## config.mk

```make
export PLATFORM = sky130hd
export DESIGN_NAME = bufmon_cfg
export DESIGN_NICKNAME = d
export VERILOG_FILES = /design/src/design/bufmon_pkg.sv /design/src/design/bufmon_cfg.sv
export SDC_FILE = /design/constraint.sdc
export NUM_CORES = 1
export LEC_CHECK = 0
export ABC_AREA = 1
export BUFFER_PORTS_ARGS = -buffer_cell sky130_fd_sc_hd__buf_2
export CORE_MARGIN = 4
export CORE_UTILIZATION = 31
export CTS_BUF_LIST = sky130_fd_sc_hd__clkbuf_4 sky130_fd_sc_hd__clkbuf_8 sky130_fd_sc_hd__clkbuf_16
export DETAILED_ROUTE_END_ITERATION = 10
export PLACE_DENSITY = 0.56
export SYNTH_ARGS = -nofsm -noshare
export SYNTH_HDL_FRONTEND = slang
export SYNTH_SLANG_ARGS = --single-unit
```

## constraint.sdc

```tcl
create_clock -name clk -period 1.5 [get_ports clk]
set_input_delay 0.3 -clock clk [delete_from_list [all_inputs] [get_ports clk]]
set_output_delay 0.3 -clock clk [all_outputs]
set_load 0.005 [all_outputs]
```

## src/design/bufmon_pkg.sv

```systemverilog
// ----------------------------------------------------------------------------
// Buffer underflow monitor package
// Widths, codes, word types and the divide-by-three helper.
// ----------------------------------------------------------------------------
`timescale 1ns / 1ps

package bufmon_pkg;

    localparam int DEPTH_BITS = 28;
    localparam int TICK_BITS  = 32;
    localparam int CFG_W      = 32;
    localparam int CFG_IDX_W  = 2;
    localparam int AV_W       = DEPTH_BITS + 1;
    localparam int RTHR_W     = CFG_W - 5;
    localparam int CMP_W      = (AV_W > RTHR_W) ? AV_W : RTHR_W;

    localparam logic [CFG_W-1:0] DEFAULT_BITRATE = 32'd2500000;
    localparam logic [CFG_W-1:0] DEFAULT_TIMEOUT = 32'd3000;

    // Register indexes of the configuration port.
    localparam logic [CFG_IDX_W-1:0] CFG_MAX_BITRATE   = 2'd0;
    localparam logic [CFG_IDX_W-1:0] CFG_TIMEOUT_TICKS = 2'd1;
    localparam logic [CFG_IDX_W-1:0] CFG_SINK_ENABLE   = 2'd2;

    localparam logic CMD_POLL = 1'b0;
    localparam logic CMD_SET  = 1'b1;

    localparam logic EV_RESUME = 1'b0;
    localparam logic EV_PAUSE  = 1'b1;

    typedef enum logic [1:0] {
        ST_PREPARING = 2'd0,
        ST_BUFFERING = 2'd1,
        ST_COMPLETED = 2'd2
    } state_t;

    // Exact x/3 for x below 2**DEPTH_BITS: multiply by ceil(2**(D+2)/3), shift.
    localparam int DIV3_SHIFT = DEPTH_BITS + 2;
    localparam int PROD_W     = 2 * DEPTH_BITS + 2;
    localparam logic [63:0] DIV3_MULT_FULL = ((64'd1 << DIV3_SHIFT) + 64'd2) / 64'd3;
    localparam logic [DEPTH_BITS:0] DIV3_MULT = DIV3_MULT_FULL[DEPTH_BITS:0];

    typedef struct packed {
        logic                  command;
        logic [1:0]            new_state;
        logic [TICK_BITS-1:0]  now_tick;
        logic [DEPTH_BITS-1:0] video_depth;
        logic [DEPTH_BITS-1:0] audio_depth;
        logic [DEPTH_BITS-1:0] pump_depth;
        logic [DEPTH_BITS-1:0] pump_fifo_size;
    } item_t;

    typedef struct packed {
        logic       event_valid;
        logic       event_state;
        logic [1:0] buffer_state;
        logic       underflow;
    } result_t;

    typedef struct packed {
        logic [RTHR_W-1:0] resume_thr;
        logic [CFG_W-1:0]  timeout_ticks;
        logic              sink_enabled;
    } cfg_t;

    // One registered word with its thresholds already derived from the FIFO size.
    typedef struct packed {
        logic                  command;
        logic [1:0]            new_state;
        logic [TICK_BITS-1:0]  now_tick;
        logic [AV_W-1:0]       av_depth;
        logic [DEPTH_BITS-1:0] pump_depth;
        logic [DEPTH_BITS-1:0] under_prep;
        logic [DEPTH_BITS-1:0] enough_prep;
        logic [DEPTH_BITS-1:0] under_buf;
        logic [DEPTH_BITS-1:0] enough_buf;
    } stage_t;

    function automatic logic [DEPTH_BITS-1:0] div3(input logic [DEPTH_BITS-1:0] x);
        logic [PROD_W-1:0] prod;
        prod = PROD_W'(x) * PROD_W'(DIV3_MULT);
        return prod[DIV3_SHIFT +: DEPTH_BITS];
    endfunction

endpackage

```

## src/design/bufmon_cfg.sv

```systemverilog
// ----------------------------------------------------------------------------
// Buffer underflow monitor configuration registers
// Holds timeout, resume threshold and event enable written by the host.
// ----------------------------------------------------------------------------
`timescale 1ns / 1ps

module bufmon_cfg
(
    input  logic                               clk,
    input  logic                               rst_n,
    input  logic                               cfg_we,
    input  logic [bufmon_pkg::CFG_IDX_W-1:0]   cfg_index,
    input  logic [bufmon_pkg::CFG_W-1:0]       cfg_data,
    output bufmon_pkg::cfg_t                   cfg
);

    bufmon_pkg::cfg_t             cfg_reg;
    bufmon_pkg::cfg_t             cfg_next;
    logic [bufmon_pkg::CFG_W-1:0] rate;

    // A zero bitrate falls back to the default; the shift is stored, not the rate.
    always_comb
    begin
        rate     = (cfg_data == '0) ? bufmon_pkg::DEFAULT_BITRATE : cfg_data;
        cfg_next = cfg_reg;
        if (cfg_we)
        begin
            unique case (cfg_index)
                bufmon_pkg::CFG_MAX_BITRATE:
                    cfg_next.resume_thr = bufmon_pkg::RTHR_W'(rate >> 5);
                bufmon_pkg::CFG_TIMEOUT_TICKS:
                    cfg_next.timeout_ticks = cfg_data;
                bufmon_pkg::CFG_SINK_ENABLE:
                    cfg_next.sink_enabled = cfg_data[0];
                default:
                    cfg_next = cfg_reg;
            endcase
        end
    end

    always_ff @(posedge clk or negedge rst_n)
    begin
        if (!rst_n)
        begin
            cfg_reg.resume_thr    <= bufmon_pkg::RTHR_W'(bufmon_pkg::DEFAULT_BITRATE >> 5);
            cfg_reg.timeout_ticks <= bufmon_pkg::DEFAULT_TIMEOUT;
            cfg_reg.sink_enabled  <= 1'b1;
        end
        else
        begin
            cfg_reg <= cfg_next;
        end
    end

    assign cfg = cfg_reg;

endmodule

```

## After elaboration in Yosys (flattened, before gate mapping)

Cells that the tools add are included.

- Equality and inequality tests: 2
- Mux-type cells: 1
- Reduce and logical (&&, ||, !) cells: 5

Operators with widths:

| kind | number |
|---|---|
| $logic_not 32->1 | 1 |
| $mux 32 | 1 |
| $reduce_and 2->1 | 3 |
| $eq 2x1->1 const B | 1 |
| $eq 2x2->1 const B | 1 |
| $logic_not 2->1 | 1 |

- Register bits: 60
- Input port bits: 37
- Output and inout bits: 60
- Logic and storage cells: 11

## Logic depth before layout (Yosys ltp)

- Depth after elaboration: 2
- Depth in mapped cells: 7
- Mapped depth without buffers: 7

## Worst setup path before layout

Ideal clock, no wire load.

- Path type: in2reg
- Start: in cfg_index[1] (netlist name)
- End: reg cfg_reg, in the netlist cfg[2]
- Required time: 1,375 ps
- Arrival: 922 ps
- Path buffers: 1
- Slack: 453 ps
- Stages: 4
- Setup time: 125 ps
- Cells stage by stage: inv_1 -> nand3_2 -> buf_6 -> mux2_4

- Cells in the longest elaborated chain, start to end: 2

Ends and longest elaborated chain:

| element | line | text |
|---|---|---|
| from (decl) | bufmon_cfg.sv:12 | `input logic [bufmon_pkg::CFG_IDX_W-1:0] cfg_index,` |
| $eq 2x1->1 | bufmon_cfg.sv:28 | `unique case (cfg_index)` |
| $reduce_and 2->1 (no source line) | n/a |  |
| to (signal assigned) | bufmon_cfg.sv:51 | `cfg_reg <= cfg_next;` |
| to (decl) | bufmon_cfg.sv:17 | `bufmon_pkg::cfg_t cfg_reg;` |

No other way between the ends.
A chain may end at the register's enable or synchronous reset.

## Worst setup path in the final report

- Start: reg cfg_reg, in the netlist cfg[46]
- End: out cfg[46] (netlist name)

RTL lines:

| element | line | text |
|---|---|---|
| to (decl) | bufmon_cfg.sv:14 | `output bufmon_pkg::cfg_t cfg` |

No word-level cell between the ends.

==> run summary <==
RUN STATUS
-------------------------------------------------------------------------------------------------
Run status ......................................................................... finished clean

CRITICAL PATH
-------------------------------------------------------------------------------------------------
Setup crit start ...................................................................      cfg[46]
Setup crit end .....................................................................      cfg[46]
Total number of cells along the worst setup path ...................................            1
Type of the worst setup path ....................................................... flip-flop to output port
Crit path required time ............................................................      1.20 ns
Number of cell instances on the worst register-to-register path ....................            1
Standard cell with the maximum stage delay on the critical path .................... sky130_fd_sc_hd__dfstp_2
Crit path capture type .............................................................  output port
R2r endpoint .......................................................................       cfg[3]
CP Data Arrival Time ...............................................................      0.97 ns
Origin of the critical flop-to-flop path ...........................................       cfg[3]
Flop-to-flop setup slack ...........................................................      0.75 ns
CP max stage delay .................................................................      0.53 ns
Crit path buf inv count ............................................................            1
Critical path cell sequence ........................................................        buf_2
Maximum net fanout on the critical path ............................................            2
Critical path's top delay family ...................................................   flip-flops
Launching element type of the critical path ........................................    flip-flop

SYNTHESIS
-------------------------------------------------------------------------------------------------
Largest cells by area after synthesis .............................................. sky130_fd_sc_hd__dfrtp_1 (45%), sky130_fd_sc_hd__dfstp_2 (17%), sky130_fd_sc_hd__nand2_1 (10%)
Syn Inst Count .....................................................................          268
Post-Synthesis Mean Instance Area ..................................................   9.13 sq um
Nets in the synthesized netlist ....................................................          305
Sequential-to-total area share from yosys stat .....................................        62.2%
Number of distinct library cell variants in the gate-level netlist after synthesis .           16
Synthesized area ...................................................................   2450 sq um
Ys Warns ...........................................................................            0
Largest area contributor in the netlist ............................................ sky130_fd_sc_hd__dfrtp_1
Flip-flop and latch count after synthesis ..........................................           60
Post-synth top area share ..........................................................        45.0%

PWR
-------------------------------------------------------------------------------------------------
Net switching share of the total power .............................................        23.8%
Worst voltage drop across the vdd grid .............................................   0.000498 V
Internal power .....................................................................      3.58 mW
Part of the total power dissipated in sequential elements ..........................        44.1%
Static Leakage .....................................................................      1.77 nW
Net Sw Power .......................................................................      1.12 mW
Clock power share ..................................................................        40.5%
P per Cell Area .................................................................... 1410 nW/um^2
Share of power burned in combinational logic .......................................        15.4%

PLACE
-------------------------------------------------------------------------------------------------
Detailed Place HPWL ................................................................      4340 um
Placement-stage cell area ..........................................................   3050 sq um
Routability cong. ..................................................................        0.714
Port Buffer Count ..................................................................           96

FINISH
-------------------------------------------------------------------------------------------------
Most frequent cells in the layout .................................................. sky130_fd_sc_hd__buf_2 (96), sky130_fd_sc_hd__nand2_1 (66), sky130_fd_sc_hd__nor2_1 (44), sky130_fd_sc_hd__dfrtp_1 (44), sky130_fd_sc_hd__o21ai_0 (38)
Share of cells above drive strength 1 ..............................................        37.6%
Largest register FFs ...............................................................           60
FILL cells .........................................................................          787
Fin nets ...........................................................................          407
Area growth, synth to finish .......................................................        35.9%
Layout Cell Area excl Fill .........................................................   3320 sq um
Total inserted antenna cells .......................................................            0
Most frequent standard cell in the layout excluding fill and tap cells ............. sky130_fd_sc_hd__buf_2

FLOORPLAN
-------------------------------------------------------------------------------------------------
Horizontal die dimension ...........................................................      96.8 um
Full die area ......................................................................   9380 sq um
Chip height ........................................................................      96.8 um
Effective utilization at floorplan .................................................        31.8%
Core outline area ..................................................................   7690 sq um
Boundary pin count .................................................................           97
Total number of placement rows .....................................................           32

TIMING
-------------------------------------------------------------------------------------------------
Number of failing hold endpoints at the final stage ................................            0
Setup TNS Final ....................................................................         0 ns
Setup violations, final ............................................................            0
Top achievable clock speed .........................................................    0.789 GHz
Worst setup skew after layout ......................................................         0 ns
Final clock period utilization by the worst path ...................................        84.5%
Period minus WS final ..............................................................      1.27 ns
Unrepaired setup endpoints after global routing ....................................           no
Final Max Slew Viols ...............................................................            0
Slew of the pin with the lowest slew margin ........................................     0.324 ns
Worst slew margin relative to its limit ............................................        78.4%

GRT
-------------------------------------------------------------------------------------------------
Pin count of the biggest net entering global routing ...............................           61
Number of global-route vias before repair ..........................................         2058
Antenna violations before repair ...................................................            0
First-pass GRT wire length .........................................................     10500 um
All-layer global routing usage .....................................................        13.7%
Grt ovf ............................................................................            0

CLOCK TREE
-------------------------------------------------------------------------------------------------
CTS-repair resized insts ...........................................................            0
H-tree depth .......................................................................            3
Number of sinks driven by the clock tree ...........................................           60
Worst-case clock buffer depth ......................................................            2
Number of post-CTS setup repair buffers ............................................            0
CTS tree ...........................................................................         done
Reg clk slew, reported paths .......................................................      0.07 ns
Count of hold-fix buffers inserted at cts ..........................................            1
Root buffer selected by CTS ........................................................ sky130_fd_sc_hd__clkbuf_8
Number of buffers added by the clock tree synthesis step ...........................            9
Clk Latency, worst-skew pair .......................................................      0.33 ns

DRT
-------------------------------------------------------------------------------------------------
Total number of vias ...............................................................         2040
DRC marker count from the first detailed-route iteration ...........................           78
Average wire per standard cell .....................................................      12.6 um
Via density per instance ...........................................................         4.28
Router iterations before antenna repair ............................................            4
Detailed-route wire length .........................................................      6020 um
Antenna Violating Nets Remaining ...................................................            0
Number of remaining DRC errors .....................................................            0

HOLD PATH
-------------------------------------------------------------------------------------------------
Class of the tightest hold or removal check ........................................ primary input to flip-flop
Hold depth .........................................................................            2

RUN
-------------------------------------------------------------------------------------------------
Max-capacitance violation count ....................................................            0

[final cells by class]
| class | instances | area (sq um) | share of cell area, % |
|---|---|---|---|
| Clock inverter | 3 | 90.1 | 2.71 |
| Timing Repair Buffer | 102 | 541 | 16.3 |
| Tap cell | 102 | 128 | 3.84 |
| Multi-Input combinational cell | 166 | 749 | 22.5 |
| Inverter | 31 | 116 | 3.50 |
| Clock buffer | 13 | 179 | 5.38 |
| Sequential cell | 60 | 1520 | 45.8 |
[metal layers]
layer	GRT usage, %	wire [um]
met1	18.9	2870
met2	20.2	2710
met3	3.97	386
met4	5.51	53
met5	0	0
[synth_stat cells, drive strengths merged]
cell,n
dfrtp,44
inv,31
nand2,66
mux2,4
buf,5
o21ai,48
clkbuf,6
nor2,45
dfstp,16
nand3,3
[how the worst min path moves through the flow]
stage / slack (ns) / startpoint / end
2_1_floorplan: 0.004 / rst_n / cfg[11]
3_3_place_gp: 0.33 / rst_n / cfg[2]
3_5_place_dp: 0.33 / rst_n / cfg[3]
4_1_cts: 0.20 / cfg_data[2] / cfg[3]
5_1_grt: 0.21 / cfg_data[1] / cfg[2]
6_report: 0.22 / cfg_data[2] / cfg[3]
[metrics by stage]
| stage | util, % | power (mW) | instances | hold slack (ns) | setup WS (ns) |
|---|---|---|---|---|---|
| floorplan | - | 2.40 | 268 | 0.00441 | 0.453 |
| global placement | 39.6 | 2.82 | 460 | 0.332 | 0.171 |
| detailed placement | 39.6 | 2.84 | 460 | 0.333 | 0.137 |
| CTS | 43.2 | 4.77 | 477 | 0.198 | 0.207 |
| finish | 43.2 | 4.70 | 477 | 0.216 | 0.233 |
| global route | 43.2 | 4.98 | 477 | 0.210 | 0.181 |
[power groups by stage]
stage	Clock (mW)	Sequential, mW	Combinational (mW)
after floorplan	0	2.12	0.278
after global placement	0	2.10	0.725
after detailed placement	0	2.10	0.744
after CTS	1.95	2.08	0.745
after global routing	2.03	2.11	0.839
final	1.90	2.07	0.722
[cell families (layout without fill, tap and decap cells)]
| family | count (synthesis) | in the layout | synth area share, % |
|---|---|---|---|
| flops | 60 | 60 | 62.2 |
| mux | 4 | 4 | 2.46 |
| simple gates | 114 | 114 | 18.4 |
| buf+inv | 42 | 149 | 7.16 |
| compound gates | 48 | 48 | 9.82 |
No activity file was read; power rests on OpenSTA's default activity.
