## src/design/bufmon_pkg.sv

```systemverilog
// ----------------------------------------------------------------------------
// Buffer underflow monitor package
// Widths, codes, word types and the divide-by-three helper.
// ----------------------------------------------------------------------------
`timescale 1ns / 1ps

package bufmon_pkg;

    localparam int DEPTH_BITS = 28;
    localparam int TICK_BITS  = 32;
    localparam int CFG_W      = 32;
    localparam int CFG_IDX_W  = 2;
    localparam int AV_W       = DEPTH_BITS + 1;
    localparam int RTHR_W     = CFG_W - 5;
    localparam int CMP_W      = (AV_W > RTHR_W) ? AV_W : RTHR_W;

    localparam logic [CFG_W-1:0] DEFAULT_BITRATE = 32'd2500000;
    localparam logic [CFG_W-1:0] DEFAULT_TIMEOUT = 32'd3000;

    // Register indexes of the configuration port.
    localparam logic [CFG_IDX_W-1:0] CFG_MAX_BITRATE   = 2'd0;
    localparam logic [CFG_IDX_W-1:0] CFG_TIMEOUT_TICKS = 2'd1;
    localparam logic [CFG_IDX_W-1:0] CFG_SINK_ENABLE   = 2'd2;

    localparam logic CMD_POLL = 1'b0;
    localparam logic CMD_SET  = 1'b1;

    localparam logic EV_RESUME = 1'b0;
    localparam logic EV_PAUSE  = 1'b1;

    typedef enum logic [1:0] {
        ST_PREPARING = 2'd0,
        ST_BUFFERING = 2'd1,
        ST_COMPLETED = 2'd2
    } state_t;

    // Exact x/3 for x below 2**DEPTH_BITS: multiply by ceil(2**(D+2)/3), shift.
    localparam int DIV3_SHIFT = DEPTH_BITS + 2;
    localparam int PROD_W     = 2 * DEPTH_BITS + 2;
    localparam logic [63:0] DIV3_MULT_FULL = ((64'd1 << DIV3_SHIFT) + 64'd2) / 64'd3;
    localparam logic [DEPTH_BITS:0] DIV3_MULT = DIV3_MULT_FULL[DEPTH_BITS:0];

    typedef struct packed {
        logic                  command;
        logic [1:0]            new_state;
        logic [TICK_BITS-1:0]  now_tick;
        logic [DEPTH_BITS-1:0] video_depth;
        logic [DEPTH_BITS-1:0] audio_depth;
        logic [DEPTH_BITS-1:0] pump_depth;
        logic [DEPTH_BITS-1:0] pump_fifo_size;
    } item_t;

    typedef struct packed {
        logic       event_valid;
        logic       event_state;
        logic [1:0] buffer_state;
        logic       underflow;
    } result_t;

    typedef struct packed {
        logic [RTHR_W-1:0] resume_thr;
        logic [CFG_W-1:0]  timeout_ticks;
        logic              sink_enabled;
    } cfg_t;

    // One registered word with its thresholds already derived from the FIFO size.
    typedef struct packed {
        logic                  command;
        logic [1:0]            new_state;
        logic [TICK_BITS-1:0]  now_tick;
        logic [AV_W-1:0]       av_depth;
        logic [DEPTH_BITS-1:0] pump_depth;
        logic [DEPTH_BITS-1:0] under_prep;
        logic [DEPTH_BITS-1:0] enough_prep;
        logic [DEPTH_BITS-1:0] under_buf;
        logic [DEPTH_BITS-1:0] enough_buf;
    } stage_t;

    function automatic logic [DEPTH_BITS-1:0] div3(input logic [DEPTH_BITS-1:0] x);
        logic [PROD_W-1:0] prod;
        prod = PROD_W'(x) * PROD_W'(DIV3_MULT);
        return prod[DIV3_SHIFT +: DEPTH_BITS];
    endfunction

endpackage

```

## src/design/bufmon_if.sv

```systemverilog


interface bufmon_result_if;
    logic                 valid;
    logic                 ready;
    bufmon_pkg::result_t  data;

    modport source (output valid, output data, input ready);
    modport sink   (input valid, input data, output ready);
endinterface

```

## src/design/bufmon_core.sv

```systemverilog
// ----------------------------------------------------------------------------
// Buffer underflow monitor decision stage
// Timeout and hysteresis decision, buffer state and the result register.
// ----------------------------------------------------------------------------
`timescale 1ns / 1ps

module bufmon_core
(
    input  logic                 clk,
    input  logic                 rst_n,
    input  bufmon_pkg::cfg_t     cfg,
    input  logic                 stage_valid,
    input  bufmon_pkg::stage_t   stage,
    output logic                 advance,
    bufmon_result_if.source      result
);

    bufmon_pkg::state_t               st_reg;
    bufmon_pkg::state_t               st_next;
    logic                             timing_reg;
    logic                             timing_next;
    logic [bufmon_pkg::TICK_BITS-1:0] start_reg;
    logic [bufmon_pkg::TICK_BITS-1:0] start_next;
    logic                             out_valid_reg;
    logic                             out_valid_next;
    bufmon_pkg::result_t              out_reg;
    bufmon_pkg::result_t              out_next;

    logic                              fire;
    logic                              waiting;
    logic                              set_ok;
    logic [bufmon_pkg::TICK_BITS-1:0]  elapsed;
    logic                              timed_out;
    logic                              av_ok;
    logic [bufmon_pkg::DEPTH_BITS-1:0] under;
    logic [bufmon_pkg::DEPTH_BITS-1:0] enough;
    logic                              chk;
    logic                              run_check;

    assign advance = !out_valid_reg || result.ready;
    assign fire    = stage_valid && advance;

    always_comb
    begin
        waiting   = (st_reg == bufmon_pkg::ST_PREPARING) || (st_reg == bufmon_pkg::ST_BUFFERING);
        set_ok    = (stage.new_state == bufmon_pkg::ST_PREPARING)
                 || (stage.new_state == bufmon_pkg::ST_BUFFERING)
                 || (stage.new_state == bufmon_pkg::ST_COMPLETED);
        elapsed   = stage.now_tick - start_reg;
        timed_out = bufmon_pkg::CFG_W'(elapsed) >= cfg.timeout_ticks;
        av_ok     = bufmon_pkg::CMP_W'(stage.av_depth) >= bufmon_pkg::CMP_W'(cfg.resume_thr);

        if (st_reg == bufmon_pkg::ST_PREPARING)
        begin
            under  = stage.under_prep;
            enough = stage.enough_prep;
        end
        else
        begin
            under  = stage.under_buf;
            enough = stage.enough_buf;
        end

        if (stage.av_depth > bufmon_pkg::AV_W'(enough))
            chk = 1'b0;
        else if (stage.av_depth < bufmon_pkg::AV_W'(under))
            chk = !(stage.pump_depth > under);
        else
            chk = waiting;

        st_next                = st_reg;
        timing_next            = timing_reg;
        start_next             = start_reg;
        run_check              = 1'b0;
        out_next.event_valid   = 1'b0;
        out_next.event_state   = bufmon_pkg::EV_RESUME;
        out_next.underflow     = 1'b0;

        if (stage.command == bufmon_pkg::CMD_SET)
        begin
            if (set_ok)
            begin
                st_next = bufmon_pkg::state_t'(stage.new_state);
                if ((stage.new_state == bufmon_pkg::ST_COMPLETED) && cfg.sink_enabled)
                    out_next.event_valid = 1'b1;
            end
        end
        else
        begin
            run_check = 1'b1;
            if (!timing_reg)
            begin
                start_next  = stage.now_tick;
                timing_next = 1'b1;
            end
            else if (!waiting)
            begin
                timing_next = 1'b0;
            end
            else if (timed_out)
            begin
                run_check = 1'b0;
                if (av_ok)
                begin
                    timing_next = 1'b0;
                    if (cfg.sink_enabled)
                    begin
                        st_next              = bufmon_pkg::ST_COMPLETED;
                        out_next.event_valid = 1'b1;
                    end
                end
            end
        end

        if (run_check)
        begin
            out_next.underflow = chk;
            if (cfg.sink_enabled)
            begin
                if (!chk && waiting)
                begin
                    st_next              = bufmon_pkg::ST_COMPLETED;
                    out_next.event_valid = 1'b1;
                end
                else if (chk && (st_reg == bufmon_pkg::ST_COMPLETED))
                begin
                    st_next              = bufmon_pkg::ST_BUFFERING;
                    out_next.event_valid = 1'b1;
                    out_next.event_state = bufmon_pkg::EV_PAUSE;
                end
            end
        end

        out_next.buffer_state = st_next;

        if (fire)
            out_valid_next = 1'b1;
        else if (result.ready)
            out_valid_next = 1'b0;
        else
            out_valid_next = out_valid_reg;
    end

    always_ff @(posedge clk or negedge rst_n)
    begin
        if (!rst_n)
        begin
            st_reg        <= bufmon_pkg::ST_PREPARING;
            timing_reg    <= 1'b0;
            start_reg     <= '0;
            out_valid_reg <= 1'b0;
        end
        else
        begin
            out_valid_reg <= out_valid_next;
            if (fire)
            begin
                st_reg     <= st_next;
                timing_reg <= timing_next;
                start_reg  <= start_next;
            end
        end
    end

    always_ff @(posedge clk)
    begin
        if (fire)
            out_reg <= out_next;
    end

    assign result.valid = out_valid_reg;
    assign result.data  = out_reg;

endmodule

```

## src/flat_wrapper.sv

```systemverilog
// flat-port wrapper written by rule: the top's interface ports become plain ports
module bufmon_core_flat 
  (clk, rst_n, cfg, stage_valid, stage, advance, result_valid, result_data, result_ready);
  bufmon_result_if result_i ();
  input  logic clk;
  input  logic rst_n;
  input  bufmon_pkg::cfg_t cfg;
  input  logic stage_valid;
  input  bufmon_pkg::stage_t stage;
  output logic advance;
  output wire logic [$bits(result_i.valid)-1:0] result_valid;
  output wire logic [$bits(result_i.data)-1:0] result_data;
  input wire logic [$bits(result_i.ready)-1:0] result_ready;
  assign result_valid = result_i.valid;
  assign result_data = result_i.data;
  assign result_i.ready = result_ready;
  bufmon_core u_core (.clk(clk), .rst_n(rst_n), .cfg(cfg), .stage_valid(stage_valid), .stage(stage), .advance(advance), .result(result_i));
endmodule
```

## config.mk

```make
export PLATFORM = sky130hd
export DESIGN_NAME = bufmon_core_flat
export DESIGN_NICKNAME = d
export VERILOG_FILES = /design/src/design/bufmon_pkg.sv /design/src/design/bufmon_if.sv /design/src/design/bufmon_core.sv /design/src/flat_wrapper.sv
export SDC_FILE = /design/constraint.sdc
export NUM_CORES = 1
export LEC_CHECK = 0
export ABC_AREA = 1
export BUFFER_PORTS_ARGS = -buffer_cell sky130_fd_sc_hd__clkbuf_2
export CAP_MARGIN = 20
export CORE_UTILIZATION = 52
export CTS_CLUSTER_DIAMETER = 30
export DETAILED_ROUTE_END_ITERATION = 10
export PLACE_DENSITY = 0.84
export SLEW_MARGIN = 40
export SYNTH_ARGS = -nofsm -noshare
export SYNTH_HDL_FRONTEND = slang
export SYNTH_SLANG_ARGS = --single-unit
```

## constraint.sdc

```tcl
create_clock -name clk -period 3.9 [get_ports clk]
set_clock_uncertainty 0.05 [all_clocks]
set_input_delay 0.39 -clock clk [delete_from_list [all_inputs] [get_ports clk]]
set_output_delay 0.39 -clock clk [all_outputs]
set_load 0.01 [all_outputs]
```

Yosys cells after proc, flatten, opt, wreduce, memory -nomap -nowiden --
Index checks and enable logic that the tools add are counted.
Operators by class: $add $sub $neg 1, order comparisons 5, equality and inequality tests 4, multiplexer cells 38, bitwise gates (word level) 4, reduce and logical (&&, ||, !) cells 17
Operators with widths (number):
- $mux W28 | 2
- $ge A32 B32 Y1 | 1
- $sub A32 B32 Y32 | 1
- $ge A29 B27 Y1 | 1
- $gt A29 B28 Y1 | 1
- $lt A29 B28 Y1 | 1
- $gt A28 B28 Y1 | 1
- $mux W2 | 14
- $mux W1 | 22
- $eq A2 B1 Y1 const B | 2
- $eq A2 B2 Y1 const B | 2
- $logic_and A1 B1 Y1 | 4
- $logic_not A2 Y1 | 2
- $logic_or A1 B1 Y1 | 4
- $not A1 Y1 | 4
- $logic_not A1 Y1 | 3
- $reduce_and A3 Y1 | 1
- $reduce_or A3 Y1 | 1
- $reduce_and A2 Y1 | 1
- $reduce_bool A2 Y1 | 1
Storage, ports and cells: flip-flop bits (word level) 41, bits of input ports 268, output and inout bits 7, logic and storage cells 77

Longest topological paths before layout --
depth after elaboration 11, gate-level depth with buffers 30, depth with buffers taken out 30

Least setup slack after synthesis --
No wires, ideal clock.
path type input-to-reg, start in stage[169] (netlist bit), end reg u_core.out_reg, in the netlist u_core.result.data[1] (data pin), library setup time 255 ps, arrival 3217 ps, required time 3595 ps, path slack 378 ps, cell stages on the path 28, path buffers 0, cells stage by stage inv_1 -> ha_1 -> inv_1 -> fa_1 -> nand3_1 -> nand2_2 -> a21oi_4 -> o21ai_4 -> nand4_1 -> nand3_1 -> nand2_1 -> nand2_1 -> nand2_1 -> nand2_1 -> xor2_1 -> ha_1 -> nand2_1 -> nor2_1 -> nand2_1 -> nor3b_1 -> nand2_1 -> nand2_2 -> nand2_1 -> nand3_2 -> inv_1 -> nand2_2 -> nand2_1 -> and2_1
RTL lines:
- from (decl) | line flat_wrapper.sv:9 | input bufmon_pkg::stage_t stage;
- to (signal assigned) | line bufmon_core.sv:168 | out_reg <= out_next;
- to (decl) | line bufmon_core.sv:26 | bufmon_pkg::result_t out_reg;

==> reports/results.tsv <==
stage	metric	value	unit
clocking	cts_sinks	41	
clocking	clk_latency	0.28	ns
die	ioPinCount	275	
cells_and_area	fillers	1272	
place	hpwlAfterDp	19450	um
routing	first_iter_violations	349	
place	dp.cells	1520	
hold_path	hold_class	in2async	
die	chipHeight	122.4	um
power_and_ir_drop	cellPowerDensity	573.9	mW/mm^2
synthesis	synth_ff_type	dfrtp_1	
routing	via_count	8046	
place	gp_congestion	0.9517	
global_route	antenna_found_initial	2	
critical_path	crit_path_max_fanout	4	
critical_path	cp_slowest_cell	dfrtp_1	
clocking	cts_tree	yes	
synthesis	ys_seq_area_share	13.95	%
synthesis	async_reset_ff_share	87.80	%
die	dieArea	0.01498	sq mm
synthesis	synth_edf_count	5	
clocking	htree_levels	2	
cells_and_area	multiInputGateArea	0.005861	sq mm
cells_and_area	fin_area	0.009382	sq mm
timing	hold_slack	0.07002	ns
timing	fmax	264.4	MHz
cells_and_area	seq_area	0.001051	sq mm
synthesis	synth_top_area_cell	ha_1	
critical_path	end_kind	flop	
synthesis	ys_types	39	
timing	period_share	97.00	%
critical_path	critical_path_class	reg2reg	
critical_path	cp_num_buf_inv	1	
global_route	grt_pass1_vias	7904	
place	dpl_cell_area	0.009109	sq mm
routing	drcViolationCount	0	
global_route	grt_pass1_wl	34840	um
die	die_w	122.4	um
synthesis	syn_area	0.007536	sq mm
timing	maxSlewViolCount	0	
critical_path	ff2ff_setup_slack	0.12	ns
critical_path	path_cells	ha_2 -> inv_2 -> fa_2 -> nand3_2 -> nand2_2 -> a21oi_4 -> o21ai_4 -> a21boi_2 -> o21ai_2 -> nand2_1 -> a21oi_2 -> xor2_1 -> ha_1 -> nand2_1 -> nor2_2 -> nand4_1 -> nor3b_2 -> nand2_1 -> nand2_2 -> nand4_1 -> a21oi_2 -> nand2_1 -> and2_1	
place	pre_cts_ws	-0.08269	ns
cells_and_area	drive_gt1_share	24.98	%
timing	setup-violations-final	0	
critical_path	crit_top_cell	nand2_1	
die	start_util	53.87	%
place	port_buffers	274	
die	std_cell_rows	43	
routing	drt-total-wl	22050	um
critical_path	crit_path_max_incr_delay	0.36	ns
timing	slew_headroom	58.51	%
cells_and_area	finalCoreUtilization	67.07	%
clocking	root_buffer	clkbuf_16	
critical_path	worstPathRequired	3.88	ns
clocking	clockBufferDepth	2	
synthesis	synth_cells	1077	
critical_path	start_kind	flop	
power_and_ir_drop	p_leak	0.005641	uW
routing	routedWlPerCell	14.36	um
run_status	status	complete, no violations	
power_and_ir_drop	vdd_ir_drop_max	0.0003493	V
timing	worst_slew_pin_slew	0.6216	ns
synthesis	syn_nets	1519	
cells_and_area	stdcell_count	1535	
routing	ant_nets	0	
synthesis	ys_warn_count	0	
synthesis	netlist_top_cells_area	ha_1, dfrtp_1, nand2_1	
cells_and_area	nets	1795	
timing	finalWorstSetupSlack	0.1172	ns
timing	fin_crit	3.783	ns
cells_and_area	syn_to_final_growth	24.49	%
critical_path	cp.arrival	3.76	ns
timing	rsz0062_at_grt	true	
job	max_cap_violations	0	
clocking	numCtsBuffers	5	
timing	final_hold_viol_count	0	
global_route	grt.overflow.total	0	
critical_path	cp_top_family	simple AND/OR/NAND/NOR gates	
synthesis	synth.avg_cell_area	6.997	sq um
routing	vias_per_cell	5.242	
synthesis	netlist.area_leader.share	28.72	%
clocking	clk_pin_slew	0.06	ns
routing	drt-pass1-iter-count	5	
clocking	cts_hold_buffers	0	
cells_and_area	largest_reg_flops	32	
global_route	track_usage	29.34	%
die	core_area	0.01399	sq mm
synthesis	synth-seq-cells	41	
global_route	grt_max_degree	57	
stage by stage:
step           TNS [ns]  power (uW)
2_1_floorplan         0        3796
3_3_place_gp          0        4634
3_5_place_dp    -0.1732        4739
4_1_cts               0        5222
5_1_grt         -0.1580        5993
6_report              0        5384
power by group:
part	switching (uW)	internal, uW	total [uW]
clock network	167	271	438
logic	2480	1770	4250
registers	74.6	619	694
cells in the mapped netlist, types with 6 or more instances:
library cell / n
nand4_1: 17
nor2_1: 103
a21oi_2: 10
inv_1: 169
dfrtp_1: 36
xor2_1: 21
buf_2: 6
nor3_1: 9
nand2_1: 222
o21ai_0: 38
nand3_1: 25
xnor2_1: 10
ha_1: 173
mux2i_1: 54
clkbuf_1: 6
a21oi_1: 123
final timing paths:
kind                            cells after the start                 start                    end
worst max-delay path                               23   u_core.start_reg[0]  u_core.result.data[1]
worst min-delay path                                1                 rst_n   u_core.start_reg[20]
worst max register to register                     23   u_core.start_reg[0]  u_core.result.data[1]
worst min register to register                      2  u_core.start_reg[29]   u_core.start_reg[29]
max in group asynchronous                           1                 rst_n    u_core.start_reg[7]
min in group clk                                    3            stage[188]   u_core.start_reg[19]
layer usage:
layer / track usage, % / vias up / routed length (um)
met2: 54.46 / 268 / 10930
met1: 32.46 / 3576 / 8963
met3: 5.019 / 58 / 1250
met4: 12.80 / 0 / 908
li1: - / 4144 / -
met5: 0 / - / 0
cell families (layout without fill, tap and decap cells):
family | count (synthesis) | after routing | synth area share, %
other | 0 | 2 | 0
DFF | 41 | 41 | 13.95
AOI/OAI and AO/OA | 200 | 200 | 15.31
and+or+nand+nor | 393 | 393 | 21.42
buffers and inverters | 182 | 458 | 9.264
adders and majority gates | 174 | 174 | 28.99
muxes | 56 | 56 | 7.471
xor gates and xnor gates | 31 | 31 | 3.603
cell usage in the layout, fill, tap and decap left out, drive strengths merged, types with 5 or more instances in the layout:
| cell type | Yosys | final |
|---|---|---|
| clkbuf | 6 | 280 |
| a21o | 5 | 5 |
| nand3 | 27 | 27 |
| nand4 | 17 | 17 |
| a21oi | 134 | 134 |
| o21a | 5 | 5 |
| o21ai | 43 | 43 |
| nor3 | 9 | 9 |
| buf | 7 | 8 |
| xor2 | 21 | 21 |
| xnor2 | 10 | 10 |
| edfxtp | 5 | 5 |
| nor2 | 106 | 106 |
| mux2i | 54 | 54 |
| o21bai | 6 | 6 |
| inv | 169 | 169 |
| dfrtp | 36 | 36 |
| ha | 173 | 173 |
| nand2 | 226 | 226 |
timing repair:
| action | 4_1_cts | 5_1_grt |
|---|---|---|
| resized for setup | 0 | 20 |
| buffers inserted | 0 | 6 |
| setup endpoints to repair | 0 | 5 |
area by class of cell:
type / count / share of cell area (%)
Antenna cell: 2 / 0.05335
Clock buffer: 6 / 1.600
Clock inverter: 1 / 0.05335
Inverter: 169 / 6.762
Multi-Input combinational cell: 854 / 62.47
Sequential cell: 41 / 11.20
Tap cell: 180 / 2.401
Timing Repair Buffer: 282 / 15.46
Power figures use the tool's default switching activity.
